$ cat src/rtl/vaq_pkg.sv
// ============================================================================
// vaq_pkg
// Shared constants for the ventilation alarm qualifier: register indexes,
// port widths, reset values and item command codes.
// ============================================================================
package vaq_pkg;

    // Configuration port widths
    localparam int CFG_INDEX_W = 3;
    localparam int CFG_DATA_W  = 16;

    // Configuration register indexes
    localparam logic [CFG_INDEX_W-1:0] CFG_PRESSURE_HIGH_LIMIT      = 3'd0;
    localparam logic [CFG_INDEX_W-1:0] CFG_PRESSURE_LOW_LIMIT       = 3'd1;
    localparam logic [CFG_INDEX_W-1:0] CFG_VOLUME_HIGH_LIMIT        = 3'd2;
    localparam logic [CFG_INDEX_W-1:0] CFG_VOLUME_LOW_LIMIT         = 3'd3;
    localparam logic [CFG_INDEX_W-1:0] CFG_HIGH_PRESSURE_CONFIRM_MS = 3'd4;
    localparam logic [CFG_INDEX_W-1:0] CFG_LOW_PRESSURE_BREATHS     = 3'd5;
    localparam logic [CFG_INDEX_W-1:0] CFG_VOLUME_CONFIRM_BREATHS   = 3'd6;
    localparam logic [CFG_INDEX_W-1:0] CFG_IMMEDIATE_RATIO_Q8       = 3'd7;

    // Register reset values
    localparam logic [10:0] RST_PRESSURE_HIGH_LIMIT      = 11'd400;
    localparam logic [10:0] RST_PRESSURE_LOW_LIMIT       = 11'd50;
    localparam logic [11:0] RST_VOLUME_HIGH_LIMIT        = 12'd1000;
    localparam logic [11:0] RST_VOLUME_LOW_LIMIT         = 12'd200;
    localparam logic [15:0] RST_HIGH_PRESSURE_CONFIRM_MS = 16'd100;
    localparam logic [3:0]  RST_LOW_PRESSURE_BREATHS     = 4'd3;
    localparam logic [3:0]  RST_VOLUME_CONFIRM_BREATHS   = 4'd3;
    localparam logic [9:0]  RST_IMMEDIATE_RATIO_Q8       = 10'd384;

    // Item command codes
    localparam logic CMD_PRESSURE = 1'b0;
    localparam logic CMD_BREATH   = 1'b1;

endpackage

$ cat src/rtl/ventilation_alarm_qualifier_unit.sv
// ============================================================================
// ventilation_alarm_qualifier_unit
// Qualifies high pressure, low pressure, high volume and low volume alarms
// from pressure samples and breath results.
// ============================================================================
// Path: an item passes the input register, then the result register, and
//   waits in the input register while the result side stalls.
// Throughput: 1 item per cycle while the result side does not stall; the
//   alarm update sits between the input register and the result register.
// Reset: rst_n clears all alarm state, counters and sequence tracking and
//   loads the configuration defaults; no clearing pass is needed.
module ventilation_alarm_qualifier_unit (
    input  logic                             clk,
    input  logic                             rst_n,
    // configuration write channel
    input  logic                             cfg_valid,
    output logic                             cfg_ready,
    input  logic [vaq_pkg::CFG_INDEX_W-1:0]  cfg_index,
    input  logic [vaq_pkg::CFG_DATA_W-1:0]   cfg_data,
    // input item channel
    input  logic                             in_valid,
    output logic                             in_ready,
    input  logic                             cmd,
    input  logic [31:0]                      now_ms,
    input  logic                             expiring,
    input  logic signed [11:0]               airway_pressure,
    input  logic [31:0]                      breath_seq,
    input  logic                             breath_complete,
    input  logic                             peak_valid,
    input  logic                             plateau_valid,
    input  logic                             volume_valid,
    input  logic signed [11:0]               peak_pressure,
    input  logic signed [11:0]               plateau_pressure,
    input  logic [15:0]                      exhaled_volume,
    // result channel
    output logic                             out_valid,
    input  logic                             out_ready,
    output logic                             high_pressure_alarm,
    output logic                             low_pressure_alarm,
    output logic                             high_volume_alarm,
    output logic                             low_volume_alarm
);
    import vaq_pkg::*;

    // configuration registers
    logic [10:0] pressure_high_limit_reg;
    logic [10:0] pressure_low_limit_reg;
    logic [11:0] volume_high_limit_reg;
    logic [11:0] volume_low_limit_reg;
    logic [15:0] high_pressure_confirm_ms_reg;
    logic [3:0]  low_pressure_breaths_reg;
    logic [3:0]  volume_confirm_breaths_reg;
    logic [9:0]  immediate_ratio_q8_reg;

    // input register
    logic               s1_valid_reg;
    logic               s1_cmd_reg;
    logic [31:0]        s1_now_ms_reg;
    logic               s1_expiring_reg;
    logic signed [11:0] s1_airway_pressure_reg;
    logic [31:0]        s1_breath_seq_reg;
    logic               s1_breath_complete_reg;
    logic               s1_peak_valid_reg;
    logic               s1_plateau_valid_reg;
    logic               s1_volume_valid_reg;
    logic signed [11:0] s1_peak_pressure_reg;
    logic signed [11:0] s1_plateau_pressure_reg;
    logic [15:0]        s1_exhaled_volume_reg;

    // alarm state
    logic        pressure_timing_reg,      pressure_timing_next;
    logic [31:0] pressure_start_ms_reg,    pressure_start_ms_next;
    logic        high_pressure_active_reg, high_pressure_active_next;
    logic        seq_seen_reg,             seq_seen_next;
    logic [31:0] last_seq_reg,             last_seq_next;
    logic [3:0]  low_pressure_count_reg,   low_pressure_count_next;
    logic        low_pressure_active_reg,  low_pressure_active_next;
    logic [3:0]  high_volume_count_reg,    high_volume_count_next;
    logic        high_volume_active_reg,   high_volume_active_next;
    logic [3:0]  low_volume_count_reg,     low_volume_count_next;
    logic        low_volume_active_reg,    low_volume_active_next;

    // result register
    logic out_valid_reg;
    logic out_hp_reg;
    logic out_lp_reg;
    logic out_hv_reg;
    logic out_lv_reg;

    logic advance;

    // datapath terms
    logic signed [11:0] hi_p_lim;
    logic signed [11:0] lo_p_lim;
    logic [31:0]        elapsed_ms;
    logic [15:0]        hi_v_lim;
    logic [15:0]        lo_v_lim;
    logic [25:0]        imm_v_lim;
    logic [25:0]        vol_x256;
    logic               p_low;
    logic               p_rec;

    // Saturating consecutive-breath counter step
    function automatic logic [3:0] count_step(input logic [3:0] count, input logic [3:0] need);
        logic [3:0] c;
        c = count;
        if (c < need)
        begin
            c = c + 4'd1;
        end
        return c;
    endfunction

    // Handshake: move item forward when the result register is free
    assign advance   = s1_valid_reg && (!out_valid_reg || out_ready);
    assign in_ready  = !s1_valid_reg || advance;
    assign cfg_ready = 1'b1;

    assign out_valid           = out_valid_reg;
    assign high_pressure_alarm = out_hp_reg;
    assign low_pressure_alarm  = out_lp_reg;
    assign high_volume_alarm   = out_hv_reg;
    assign low_volume_alarm    = out_lv_reg;

    // Scale limits: pressures as signed, volumes to 0.1 mL (x10 by shift-add)
    assign hi_p_lim   = $signed({1'b0, pressure_high_limit_reg});
    assign lo_p_lim   = $signed({1'b0, pressure_low_limit_reg});
    assign elapsed_ms = s1_now_ms_reg - pressure_start_ms_reg;
    assign hi_v_lim   = {1'b0, volume_high_limit_reg, 3'b000}
                      + {3'b000, volume_high_limit_reg, 1'b0};
    assign lo_v_lim   = {1'b0, volume_low_limit_reg, 3'b000}
                      + {3'b000, volume_low_limit_reg, 1'b0};
    assign imm_v_lim  = 26'(immediate_ratio_q8_reg) * 26'(hi_v_lim);
    assign vol_x256   = {2'b00, s1_exhaled_volume_reg, 8'h00};

    // Low pressure and recovery flags from peak and plateau
    assign p_low = (s1_peak_valid_reg && (s1_peak_pressure_reg < lo_p_lim))
                || (s1_plateau_valid_reg && (s1_plateau_pressure_reg < lo_p_lim));
    assign p_rec = (s1_peak_valid_reg && (s1_peak_pressure_reg > lo_p_lim))
                || (s1_plateau_valid_reg && (s1_plateau_pressure_reg > lo_p_lim));

    // Update alarm state for the item leaving the input register
    always_comb
    begin
        pressure_timing_next      = pressure_timing_reg;
        pressure_start_ms_next    = pressure_start_ms_reg;
        high_pressure_active_next = high_pressure_active_reg;
        seq_seen_next             = seq_seen_reg;
        last_seq_next             = last_seq_reg;
        low_pressure_count_next   = low_pressure_count_reg;
        low_pressure_active_next  = low_pressure_active_reg;
        high_volume_count_next    = high_volume_count_reg;
        high_volume_active_next   = high_volume_active_reg;
        low_volume_count_next     = low_volume_count_reg;
        low_volume_active_next    = low_volume_active_reg;

        if (advance)
        begin
            if (s1_cmd_reg == CMD_PRESSURE)
            begin
                // high pressure: time the excursion, clear in expiration
                if (s1_expiring_reg)
                begin
                    pressure_timing_next      = 1'b0;
                    high_pressure_active_next = 1'b0;
                end
                else if (!(s1_airway_pressure_reg > hi_p_lim))
                begin
                    pressure_timing_next = 1'b0;
                end
                else if (!pressure_timing_reg)
                begin
                    pressure_start_ms_next = s1_now_ms_reg;
                    pressure_timing_next   = 1'b1;
                end
                else if (elapsed_ms >= {16'h0000, high_pressure_confirm_ms_reg})
                begin
                    high_pressure_active_next = 1'b1;
                end
            end
            else if (s1_breath_complete_reg
                     && !(seq_seen_reg && (last_seq_reg == s1_breath_seq_reg)))
            begin
                last_seq_next = s1_breath_seq_reg;
                seq_seen_next = 1'b1;

                // low pressure: recovery wins over a low value
                if (p_rec)
                begin
                    low_pressure_count_next  = 4'd0;
                    low_pressure_active_next = 1'b0;
                end
                else if (p_low)
                begin
                    low_pressure_count_next = count_step(low_pressure_count_reg,
                                                         low_pressure_breaths_reg);
                    if (low_pressure_count_next >= low_pressure_breaths_reg)
                    begin
                        low_pressure_active_next = 1'b1;
                    end
                end
                else
                begin
                    low_pressure_count_next = 4'd0;
                end

                if (!s1_volume_valid_reg)
                begin
                    high_volume_count_next = 4'd0;
                    low_volume_count_next  = 4'd0;
                end
                else
                begin
                    // high volume: immediate above ratio times limit
                    if (s1_exhaled_volume_reg < hi_v_lim)
                    begin
                        high_volume_count_next  = 4'd0;
                        high_volume_active_next = 1'b0;
                    end
                    else if (vol_x256 > imm_v_lim)
                    begin
                        high_volume_count_next  = volume_confirm_breaths_reg;
                        high_volume_active_next = 1'b1;
                    end
                    else if (s1_exhaled_volume_reg > hi_v_lim)
                    begin
                        high_volume_count_next = count_step(high_volume_count_reg,
                                                            volume_confirm_breaths_reg);
                        if (high_volume_count_next >= volume_confirm_breaths_reg)
                        begin
                            high_volume_active_next = 1'b1;
                        end
                    end
                    else
                    begin
                        high_volume_count_next = 4'd0;
                    end

                    // low volume
                    if (s1_exhaled_volume_reg > lo_v_lim)
                    begin
                        low_volume_count_next  = 4'd0;
                        low_volume_active_next = 1'b0;
                    end
                    else if (s1_exhaled_volume_reg < lo_v_lim)
                    begin
                        low_volume_count_next = count_step(low_volume_count_reg,
                                                           volume_confirm_breaths_reg);
                        if (low_volume_count_next >= volume_confirm_breaths_reg)
                        begin
                            low_volume_active_next = 1'b1;
                        end
                    end
                    else
                    begin
                        low_volume_count_next = 4'd0;
                    end
                end
            end
        end
    end

    // Configuration registers
    always_ff @(posedge clk or negedge rst_n)
    begin
        if (!rst_n)
        begin
            pressure_high_limit_reg      <= RST_PRESSURE_HIGH_LIMIT;
            pressure_low_limit_reg       <= RST_PRESSURE_LOW_LIMIT;
            volume_high_limit_reg        <= RST_VOLUME_HIGH_LIMIT;
            volume_low_limit_reg         <= RST_VOLUME_LOW_LIMIT;
            high_pressure_confirm_ms_reg <= RST_HIGH_PRESSURE_CONFIRM_MS;
            low_pressure_breaths_reg     <= RST_LOW_PRESSURE_BREATHS;
            volume_confirm_breaths_reg   <= RST_VOLUME_CONFIRM_BREATHS;
            immediate_ratio_q8_reg       <= RST_IMMEDIATE_RATIO_Q8;
        end
        else if (cfg_valid && cfg_ready)
        begin
            unique case (cfg_index)
                CFG_PRESSURE_HIGH_LIMIT:      pressure_high_limit_reg      <= cfg_data[10:0];
                CFG_PRESSURE_LOW_LIMIT:       pressure_low_limit_reg       <= cfg_data[10:0];
                CFG_VOLUME_HIGH_LIMIT:        volume_high_limit_reg        <= cfg_data[11:0];
                CFG_VOLUME_LOW_LIMIT:         volume_low_limit_reg         <= cfg_data[11:0];
                CFG_HIGH_PRESSURE_CONFIRM_MS: high_pressure_confirm_ms_reg <= cfg_data;
                CFG_LOW_PRESSURE_BREATHS:     low_pressure_breaths_reg     <= cfg_data[3:0];
                CFG_VOLUME_CONFIRM_BREATHS:   volume_confirm_breaths_reg   <= cfg_data[3:0];
                CFG_IMMEDIATE_RATIO_Q8:       immediate_ratio_q8_reg       <= cfg_data[9:0];
                default: ;
            endcase
        end
    end

    // Input register control
    always_ff @(posedge clk or negedge rst_n)
    begin
        if (!rst_n)
        begin
            s1_valid_reg <= 1'b0;
        end
        else if (in_ready)
        begin
            s1_valid_reg <= in_valid;
        end
    end

    // Input register payload
    always_ff @(posedge clk)
    begin
        if (in_valid && in_ready)
        begin
            s1_cmd_reg              <= cmd;
            s1_now_ms_reg           <= now_ms;
            s1_expiring_reg         <= expiring;
            s1_airway_pressure_reg  <= airway_pressure;
            s1_breath_seq_reg       <= breath_seq;
            s1_breath_complete_reg  <= breath_complete;
            s1_peak_valid_reg       <= peak_valid;
            s1_plateau_valid_reg    <= plateau_valid;
            s1_volume_valid_reg     <= volume_valid;
            s1_peak_pressure_reg    <= peak_pressure;
            s1_plateau_pressure_reg <= plateau_pressure;
            s1_exhaled_volume_reg   <= exhaled_volume;
        end
    end

    // Alarm state registers
    always_ff @(posedge clk or negedge rst_n)
    begin
        if (!rst_n)
        begin
            pressure_timing_reg      <= 1'b0;
            pressure_start_ms_reg    <= 32'd0;
            high_pressure_active_reg <= 1'b0;
            seq_seen_reg             <= 1'b0;
            last_seq_reg             <= 32'd0;
            low_pressure_count_reg   <= 4'd0;
            low_pressure_active_reg  <= 1'b0;
            high_volume_count_reg    <= 4'd0;
            high_volume_active_reg   <= 1'b0;
            low_volume_count_reg     <= 4'd0;
            low_volume_active_reg    <= 1'b0;
        end
        else
        begin
            pressure_timing_reg      <= pressure_timing_next;
            pressure_start_ms_reg    <= pressure_start_ms_next;
            high_pressure_active_reg <= high_pressure_active_next;
            seq_seen_reg             <= seq_seen_next;
            last_seq_reg             <= last_seq_next;
            low_pressure_count_reg   <= low_pressure_count_next;
            low_pressure_active_reg  <= low_pressure_active_next;
            high_volume_count_reg    <= high_volume_count_next;
            high_volume_active_reg   <= high_volume_active_next;
            low_volume_count_reg     <= low_volume_count_next;
            low_volume_active_reg    <= low_volume_active_next;
        end
    end

    // Result register control: load on advance, drop when taken
    always_ff @(posedge clk or negedge rst_n)
    begin
        if (!rst_n)
        begin
            out_valid_reg <= 1'b0;
        end
        else if (advance)
        begin
            out_valid_reg <= 1'b1;
        end
        else if (out_ready)
        begin
            out_valid_reg <= 1'b0;
        end
    end

    // Result register payload: alarm states after this item
    always_ff @(posedge clk)
    begin
        if (advance)
        begin
            out_hp_reg <= high_pressure_active_next;
            out_lp_reg <= low_pressure_active_next;
            out_hv_reg <= high_volume_active_next;
            out_lv_reg <= low_volume_active_next;
        end
    end

endmodule

$ cat config.mk
export PLATFORM = sky130hd
export DESIGN_NAME = ventilation_alarm_qualifier_unit
export DESIGN_NICKNAME = d
export VERILOG_FILES = /design/src/rtl/vaq_pkg.sv /design/src/rtl/ventilation_alarm_qualifier_unit.sv
export SDC_FILE = /design/constraint.sdc
export NUM_CORES = 1
export LEC_CHECK = 0
export BUFFER_PORTS_ARGS = -buffer_cell sky130_fd_sc_hd__buf_4
export CAP_MARGIN = 20
export CORE_MARGIN = 2
export CORE_UTILIZATION = 35
export CTS_BUF_LIST = sky130_fd_sc_hd__clkbuf_16
export DETAILED_ROUTE_END_ITERATION = 6
export GPL_ROUTABILITY_DRIVEN = 0
export SLEW_MARGIN = 20
export SYNTH_ARGS = -nofsm -noshare
export SYNTH_HDL_FRONTEND = slang
export SYNTH_SLANG_ARGS = --single-unit
$ cat constraint.sdc
create_clock -name clk -period 7.9 [get_ports clk]
set_input_delay 0.79 -clock clk [delete_from_list [all_inputs] [get_ports clk]]
set_output_delay 0.79 -clock clk [all_outputs]
set_load 0.1 [all_outputs]
# After elaboration in Yosys (flattened, before gate mapping)
# Index checks and enable logic that the tools add are counted.
dict set report word_totals {
  reg_bits 290
  input_bits 146
}
dict set report op_classes {
  n_eq_ne 8
  reduce_logical 28
  n_bitwise 3
  magnitude_cmp 17
  muxes 61
  n_addsub 6
  multipliers 1
}
# op n
set op_table {}
lappend op_table {{$mux W4} 30}
lappend op_table {{$gt A12 B12 Y1} 3}
lappend op_table {{$add A15 B13 Y16} 2}
lappend op_table {{$eq A32 B32 Y1} 1}
lappend op_table {{$ge A32 B16 Y1} 1}
lappend op_table {{$gt A16 B16 Y1} 2}
lappend op_table {{$lt A16 B16 Y1} 2}
lappend op_table {{$sub A32 B32 Y32} 1}
lappend op_table {{$mux W1} 31}
lappend op_table {{$gt A24 B26 Y1} 1}
lappend op_table {{$mul A10 B16 Y26} 1}
lappend op_table {{$lt A12 B12 Y1} 2}
lappend op_table {{$reduce_and A2 Y1} 9}
lappend op_table {{$add A4 B1 Y4 const B} 3}
lappend op_table {{$eq A3 B3 Y1 const B} 4}
lappend op_table {{$ge A4 B4 Y1} 3}
lappend op_table {{$lt A4 B4 Y1} 3}
lappend op_table {{$logic_and A1 B1 Y1} 8}
lappend op_table {{$eq A3 B2 Y1 const B} 2}
lappend op_table {{$reduce_and A5 Y1} 1}
lappend op_table {{$logic_or A1 B1 Y1} 4}
lappend op_table {{$eq A3 B1 Y1 const B} 1}
lappend op_table {{$logic_not A1 Y1} 3}
lappend op_table {{$logic_not A3 Y1} 1}
lappend op_table {{3 further kinds} 5}

# Depth between registers and ports, before layout
# Gate-level depths: netlist of the first run.
dict set report logic_depth {
  word_depth 18
  depth_mapped 40
  mapped_depth_nobuf 39
}

# Worst setup path after synthesis of the first run
# OpenSTA, ideal clock, no wires.
dict set report synth_timing {
  path_kind {register to register}
  startpoint {register volume_high_limit_reg[3]}
  endpoint {register high_volume_count_reg[0]}
  setup_slack_ns -0.444
  path_stages_with_launch 39
  t_arrival_ns 8.275
  period_less_slack_ns 8.344
  t_required_ns 7.831
  n_path_buf 1
  cell_sequence {dfstp_2 inv_1 fa_1 nor2b_1 o21ai_0 a21boi_1 o21ai_0 nand2_1 nor2_1 nor2_1 clkbuf_1 nand2_1 fa_1 inv_1 fa_1 fa_1 fa_1 inv_1 [3 not listed] a21o_1 a21oi_1 a21boi_1 a21oi_1 o31a_1 o41a_1 o21a_1 o21ai_1 nand2b_1 xnor2_1 ha_1 a21oi_1 o21ai_0 a22o_1 o22ai_1 nor3_2 or4b_1 nand3_1}
}
dict set report synth_via {
  elab_chain_cells 6
}
# element line_no
set synth_rtl {}
lappend synth_rtl {{start: declaration} ventilation_alarm_qualifier_unit.sv:48} ;# logic [11:0] volume_high_limit_reg;
lappend synth_rtl {{start signal: assignment} ventilation_alarm_qualifier_unit.sv:282} ;# CFG_VOLUME_HIGH_LIMIT: volume_high_limit_reg <= cfg_data[11:0];
lappend synth_rtl {{$add A15 B13 Y16 (*)} ventilation_alarm_qualifier_unit.sv:130} ;# + {3'b000, volume_high_limit_reg, 1'b0};
lappend synth_rtl {{$mul A10 B16 Y26 or $gt A16 B16 Y1 (tied branches)} {ventilation_alarm_qualifier_unit.sv:133, ventilation_alarm_qualifier_unit.sv:225}}
lappend synth_rtl {{$gt A24 B26 Y1 or $mux W4 (tied branches)} {ventilation_alarm_qualifier_unit.sv:220, ventilation_alarm_qualifier_unit.sv:225}}
lappend synth_rtl {{$mux W4} ventilation_alarm_qualifier_unit.sv:220} ;# else if (vol_x256 > imm_v_lim)
lappend synth_rtl {{$mux W4 (*)} ventilation_alarm_qualifier_unit.sv:215} ;# if (s1_exhaled_volume_reg < hi_v_lim)
lappend synth_rtl {{$mux W4 (*)} ventilation_alarm_qualifier_unit.sv:207} ;# if (!s1_volume_valid_reg)
lappend synth_rtl {{end signal: assignment} ventilation_alarm_qualifier_unit.sv:352} ;# high_volume_count_reg <= high_volume_count_next;
lappend synth_rtl {{end: declaration} ventilation_alarm_qualifier_unit.sv:78} ;# logic [3:0] high_volume_count_reg, high_volume_count_next;
# Mark *: on every way between the ends. The rest lies on a longest branch, timed or not.
# A chain may end at the register's enable or synchronous reset.

# Final worst setup path of the first run
dict set report layout_timing {
  startpoint {register volume_high_limit_reg[0]}
  endpoint {register high_volume_count_reg[0]}
}
# Same word-level chain as after synthesis.

==> summary.txt, run 1 <==
Run status
  – Run status: complete, but fails checks
  – Failing checks: setup timing

Clock network
  – Root Driver: clkbuf_16
  – Clock slew at reported path FFs: roughly 0.06 ns
  – CTS max path bufs: 3
  – Sink Count: 290
  – Skew-Pair Late Insertion Delay: 0.55 ns
  – CTS Buf Count: 34
  – TritonCTS clock tree: done
  – H-tree Lvls: 2

Global routing
  – Initial antenna violation count: 5
  – Vias in the first global route: 15700
  – Global-route wire length before repair: ~80000 microns
  – Largest net degree at the start of global routing: a little under 80
  – Gr usage total: 0.161
  – Gr ovfl total: 0

Finish
  – Share of cells above drive strength 1: 0.242
  – Nets@finish: ~2700
  – Fin cells: 2981
  – Area Overhead vs Synth: 19.6%
  – Most frequent cells in the layout: 254 x buf_4, 220 x ha_1, 214 x inv_1
  – Most common cell after layout, fill and taps aside: buf_4

STA
  – Slew headroom: 0.329
  – RSZ-0062 raised after global routing: yes
  – Setup Viol. Count Final: 6
  – Worst setup margin: -0.284 ns
  – Slew Limit Fails: 0
  – Final period utilization: 1.04
  – Tmin final: between 8 and 9 ns
  – Max Clk Rate: 122 MHz
  – Worst hold margin: a little under 0.2 ns
  – Worst Tran Pin Value: between 1 and 1.5 ns
  – Hold Vio Cnt, Final: 0
  – Clock Skew: just over 0.03 ns

Synth
  – Synth Area in XOR/XNOR: 0.0388
  – Mux contribution to synthesized area: 0.0614
  – Area share of fa/ha/maj cells after synthesis: 0.237
  – Post-synth EDFFs: ~130
  – Sequential share of the synthesized area: 0.377
  – Simple-Gate Fraction of Synth Area: 0.120
  – Compound-Gate Fraction of Synth Area: 0.112
  – Mapped Cells: a little under 2000
  – Cell Area, Synth: 21000 sq um
  – Synthesis warning total: 0
  – Yosys reg bits: 290
  – Cell variety after synth: 97
  – Synth Flop Type: dfrtp_1
  – Post-Syn Area per Cell: roughly 11 sq um
  – Net count after synthesis: between 2000 and 2500
  – Ys async rst share: 0.566
  – Largest family of logic cells by synthesized area: adder cells

Placement
  – # placed instances: 2900
  – # port buffers: 151
  – DP HPWL: between 30000 and 40000 microns

Worst setup path
  – Crit path DAT: 8.68 ns
  – CP max FO: 3
  – Slowest stage delay, CP: about 0.54 ns
  – Reg2reg path depth: 38
  – Startpoint types: register
  – Crit end category: register
  – Top cell by count, worst path: fa_1
  – CP Class: reg -> reg
  – WP data required: about 8.4 ns
  – CP max-delay cell: fa_1

Worst hold path
  – Tightest Hold Check Type: in -> async

Route
  – DRC Markers: 0
  – Initial DRT Pass Iterations: 4
  – DRT iter0 DRCs: about 720
  – Final wirelength: just under 50000 microns
  – Post-DRT Antenna Nets: 0
  – Drt via density: ~5.0
  – DR vias: between 15000 and 20000
  – Routed len/inst: around 17 microns

Floorplan
  – Chip height: between 200 and 250 microns
  – Die area: slightly above 60000 sq um
  – Core area: between 50000 and 60000 sq um
  – Boundary Pins: around 150
  – Num rows: approximately 90
  – Starting Density: 0.355
  – Die width: between 200 and 250 microns

Run
  – Max_cap viols: 0
==> cell type report <==
cell class / instances / area, sq um
clock buffer: 36 / 901
clock inverter: 26 / 250
sequential: 290 / 7920
inverter: 219 / 822
antenna: 1 / 2.50
timing repair buffer: 258 / 1950
tap: 773 / 967
multi-input combinational: 1378 / 12300
fill: 5551 / 34000
==> critical path: cells and delay by family (launching register included) <==
kind	cells	cell delay, ns
compound gates	14	2.35
xor+xnor	1	0.19
fa+ha+maj	9	3.47
buf+inv	5	0.31
flops	1	0.35
mux	1	0.28
simple gates	8	1.16
==> cells in the mapped netlist (30+ instances only) <==
cell      number  area share
and2_1        81       0.024
inv_1        217       0.039
fa_1         105        0.10
ha_1         230        0.14
mux2_2       109       0.059
xnor2_1       53       0.022
xor2_1        40       0.017
edfxtp_1     126        0.18
a21o_1        40       0.014
clkbuf_1      42      0.0075
o21a_1        35       0.013
nor2_1        55      0.0098
o21ai_0       96       0.023
dfrtp_1      140        0.17
nand4_1       30      0.0089
nand2_1      150       0.027
a21oi_1       79       0.019
==> worst paths after layout <==
kind	slack, ns	endpoint	from
worst max-delay path	-0.28	high_volume_count_reg[0]	volume_high_limit_reg[0]
max in group asynchronous	6.44	last_seq_reg[1]	rst_n
worst max register to register	-0.28	high_volume_count_reg[0]	volume_high_limit_reg[0]
min in group clk	0.41	s1_now_ms_reg[25]	now_ms[25]
worst min-delay path	0.20	pressure_start_ms_reg[19]	rst_n
worst min register to register	0.47	seq_seen_reg	seq_seen_reg
==> metrics by stage <==
stage	setup TNS, ns	setup slack (ns)	instance area, sq um	util
finish	-1.17	-0.284	25100	0.424
detailed placement	-3.31	-0.585	23600	0.399
global placement	-1.93	-0.335	23600	0.399
CTS	-1.39	-0.320	24900	0.421
floorplan	-0.190	-0.123	21100	-
global route	-3.71	-0.710	25100	0.424
==> routing by layer <==
layer | vias up | global-route usage | part of all wire
met2 | 322 | 0.271 | 0.47
li1 | 7244 | - | -
met3 | 78 | 0.0371 | 0.055
met1 | 7349 | 0.207 | 0.45
met4 | 8 | 0.0421 | 0.021
met5 | - | 0 | 0.0012
==> logic make-up (layout without fill, tap and decap cells) <==
family / count (synthesis) / count (layout)
fa+ha+maj: 335 / 335
other cells: 1 / 2
flops: 290 / 290
mux: 115 / 115
compound gates: 355 / 355
buf+inv: 274 / 539
simple gates: 479 / 479
xor+xnor: 93 / 93
==> timing repair <==
item                                    in CTS  in global routing
hold buffers                                 0                  0
setup buffers                               12                  6
pin swaps                                   25                 22
gates resized for setup                     18                 25
endpoints found under the setup margin       6                  6
Power of run 1 is not shown: default switching activity piles up to over one toggle a cycle in this logic, so the estimate is an artifact.
==> run 2, diff against run 1 <==
- RECOVER_POWER: not set -> 100
==> run 2 against run 1 <==
Compared with the run above: the flow finishes with violations (capacitance limit, slew limit, setup timing); core utilization down 0.24 points; clock skew decreased by 0.00098 ns; cell area decreased by 0.57%; clock-buffer cell count stayed put; non-clock buffer count unchanged; largest cell class unchanged; via count shrank 0.31%; final cell count stayed put.
==> summary.txt, run 2 (synthesis results as in run 1) <==
Run status
  – Run status: complete, but fails checks
  – Failing checks: capacitance limit, slew limit, setup timing

STA
  – Worst Tran Pin Value: 3.48 ns (+2.47 ns)
  – Slew Limit Fails: 381 (+381)
  – Max Clk Rate: 122 MHz (about the same)
  – Tmin final: 8.19 ns (+0.00747 ns)
  – Setup TNS: -1.22 ns (-0.0488 ns)
  – Hold Vio Cnt, Final: 0 (unchanged)
  – Slew headroom: -1.32 (-1.65)
  – Final period utilization: 1.04 (about the same)
  – Setup Viol. Count Final: 6 (unchanged)
  – RSZ-0062 raised after global routing: yes
  – Clock Skew: 0.0298 ns (-0.000979 ns)
  – Worst setup margin: -0.292 ns (-0.00747 ns)

Finish
  – Number of fill cells: 5590 (+0.70%)
  – Share of cells above drive strength 1: 0.226 (-0.0163)
  – Most common cell after layout, fill and taps aside: ha_1
  – Most frequent cells in the layout: 220 x ha_1, 215 x inv_1, 143 x nand2_1
  – Nets@finish: 2662 (unchanged)
  – Area Overhead vs Synth: 18.9%
  – Util after Layout: 0.422 (-0.00243)

Floorplan
  – Starting Density: 0.355 (unchanged)
  – Core area: 59100 sq um (unchanged)
  – Die width: 249 microns (unchanged)
  – Chip height: 249 microns (unchanged)
  – Die area: 61900 sq um (unchanged)
  – Num rows: 89 (unchanged)
  – Boundary Pins: 153 (unchanged)

Worst setup path
  – CP Class: reg -> reg
  – Top cell by count, worst path: fa_1
  – Slowest stage delay, CP: 0.54 ns (about the same)
  – Delay-heaviest family, CP: adder cells
  – FF-to-FF End: high_volume_count_reg[0]
  – CP max-delay cell: fa_1
  – Crit path DAT: 8.68 ns (about the same)
  – Flop2flop setup slack: -0.29 ns (about the same)
  – WP data required: 8.39 ns (about the same)
  – Worst setup path start: volume_high_limit_reg[0]
  – Worst r2r src: volume_high_limit_reg[0]
  – Reg2reg path depth: 38 (unchanged)
  – Worst path bufs/invs: 5 (unchanged)
  – CP max FO: 3 (unchanged)
  – Startpoint types: register
  – Crit end category: register

Clock network
  – CTS Buf Count: 34 (unchanged)
  – Skew-Pair Late Insertion Delay: 0.55 ns (about the same)
  – Clock slew at reported path FFs: 0.06 ns (about the same)
  – CTS max path bufs: 3 (unchanged)
  – H-tree Lvls: 2 (unchanged)
  – Root Driver: clkbuf_16
  – TritonCTS clock tree: done
  – Sink Count: 290 (unchanged)

Placement
  – # port buffers: 151 (unchanged)
  – DP HPWL: 38700 microns (unchanged)
  – Worst Setup Slack post-DPL: -0.585 ns (unchanged)

Worst hold path
  – Critical hold path startpoint: now_ms[25]
  – Worst hold endpoint: s1_now_ms_reg[25]
  – Worst hold stages: 1
  – Tightest Hold Check Type: in -> reg

Route
  – Post-DRT Antenna Nets: 0 (unchanged)
  – Drt via density: 5.02 (-0.31%)
  – DRT iter0 DRCs: 654 (-8.9%)
  – DR vias: 15000 (-0.31%)
  – Initial DRT Pass Iterations: 4 (unchanged)
  – Routed len/inst: 16.5 microns (-0.13%)
  – Final wirelength: 49300 microns (-0.13%)
  – DRC Markers: 0 (unchanged)

Global routing
  – Global-route wire length before repair: 80700 microns (unchanged)
  – Gr ovfl total: 0 (unchanged)
  – Largest net degree at the start of global routing: 78 (unchanged)
  – Gr usage total: 0.161 (unchanged)
  – Vias in the first global route: 15700 (unchanged)
  – Initial antenna violation count: 5 (unchanged)

Run
  – Max_cap viols: 8 (+8)
-- run 2: cell types whose count changed in the layout (fill, tap and decap cells not counted), moves of 2 or more --
cell / change
clkbuf_1: +26
mux2_1: +2
nor3_1: +2
nor3b_1: +2
nor3_2: -2
buf_4: -138
mux2_2: -2
clkbuf_4: +112
-- run 2: through the flow --
| step | hold slack, ns | instance area [sq um] | instances |
|---|---|---|---|
| 2_1_floorplan | 0.434 | 21100 | 1942 |
| 3_3_place_gp | 0.453 | 23600 | 2900 |
| 3_5_place_dp | 0.454 | 23600 | 2900 |
| 4_1_cts | 0.211 | 24900 | 2974 |
| 5_1_grt | 0.404 | 24900 | 2980 |
| 6_report | 0.428 | 24900 | 2981 |
-- run 2: worst max path at each step --
| stage | end | slack (ns) | depth (start not counted) |
|---|---|---|---|
| after floorplan | high_volume_count_reg[0] | -0.12 | 38 |
| after global placement | high_volume_count_reg[0] | -0.33 | 37 |
| final | high_volume_count_reg[0] | -0.29 | 38 |
| after detailed placement | high_volume_count_reg[3] | -0.59 | 37 |
| after global routing | high_volume_count_reg[0] | -0.71 | 38 |
| after CTS | high_volume_count_reg[0] | -0.32 | 38 |
-- run 2: per-layer routing --
metal  track usage  vias up  wire [microns]
li1              -     7232               -
met1         0.207     7332           22200
met2         0.271      304           23200
met3        0.0371       78            2730
met4        0.0421        8            1060
met5             0        -              60
-- run 2: what timing repair did --
action                                  CTS  global route
pin swaps                                25            22
hold buffers                              0             0
endpoints found under the setup margin    6             6
resized for setup                        18            25
setup buffers                            12             6
-- run 2: worst register-to-register path: cells and delay by family, from the launching register on --
kind,cells,cell delay (ns)
buffers and inverters,5,0.31
AND/OR/NAND/NOR,8,1.17
adder cells (fa/ha/maj),9,3.48
multiplexers,1,0.28
flip-flops,1,0.35
AO/OA/AOI/OAI,14,2.36
XOR/XNOR,1,0.19
-- run 2: final cells by class --
cell class                 instances  area (sq um)  share of cell area
inverter                         219           822              0.0330
clock inverter                    26           250              0.0100
timing repair buffer             258          1850              0.0741
sequential                       290          7920               0.317
antenna                            1          2.50            0.000100
tap                              773           967              0.0388
multi-input combinational       1378         12200               0.491
clock buffer                      36           901              0.0361
Power of run 2 is left out for the same reason.
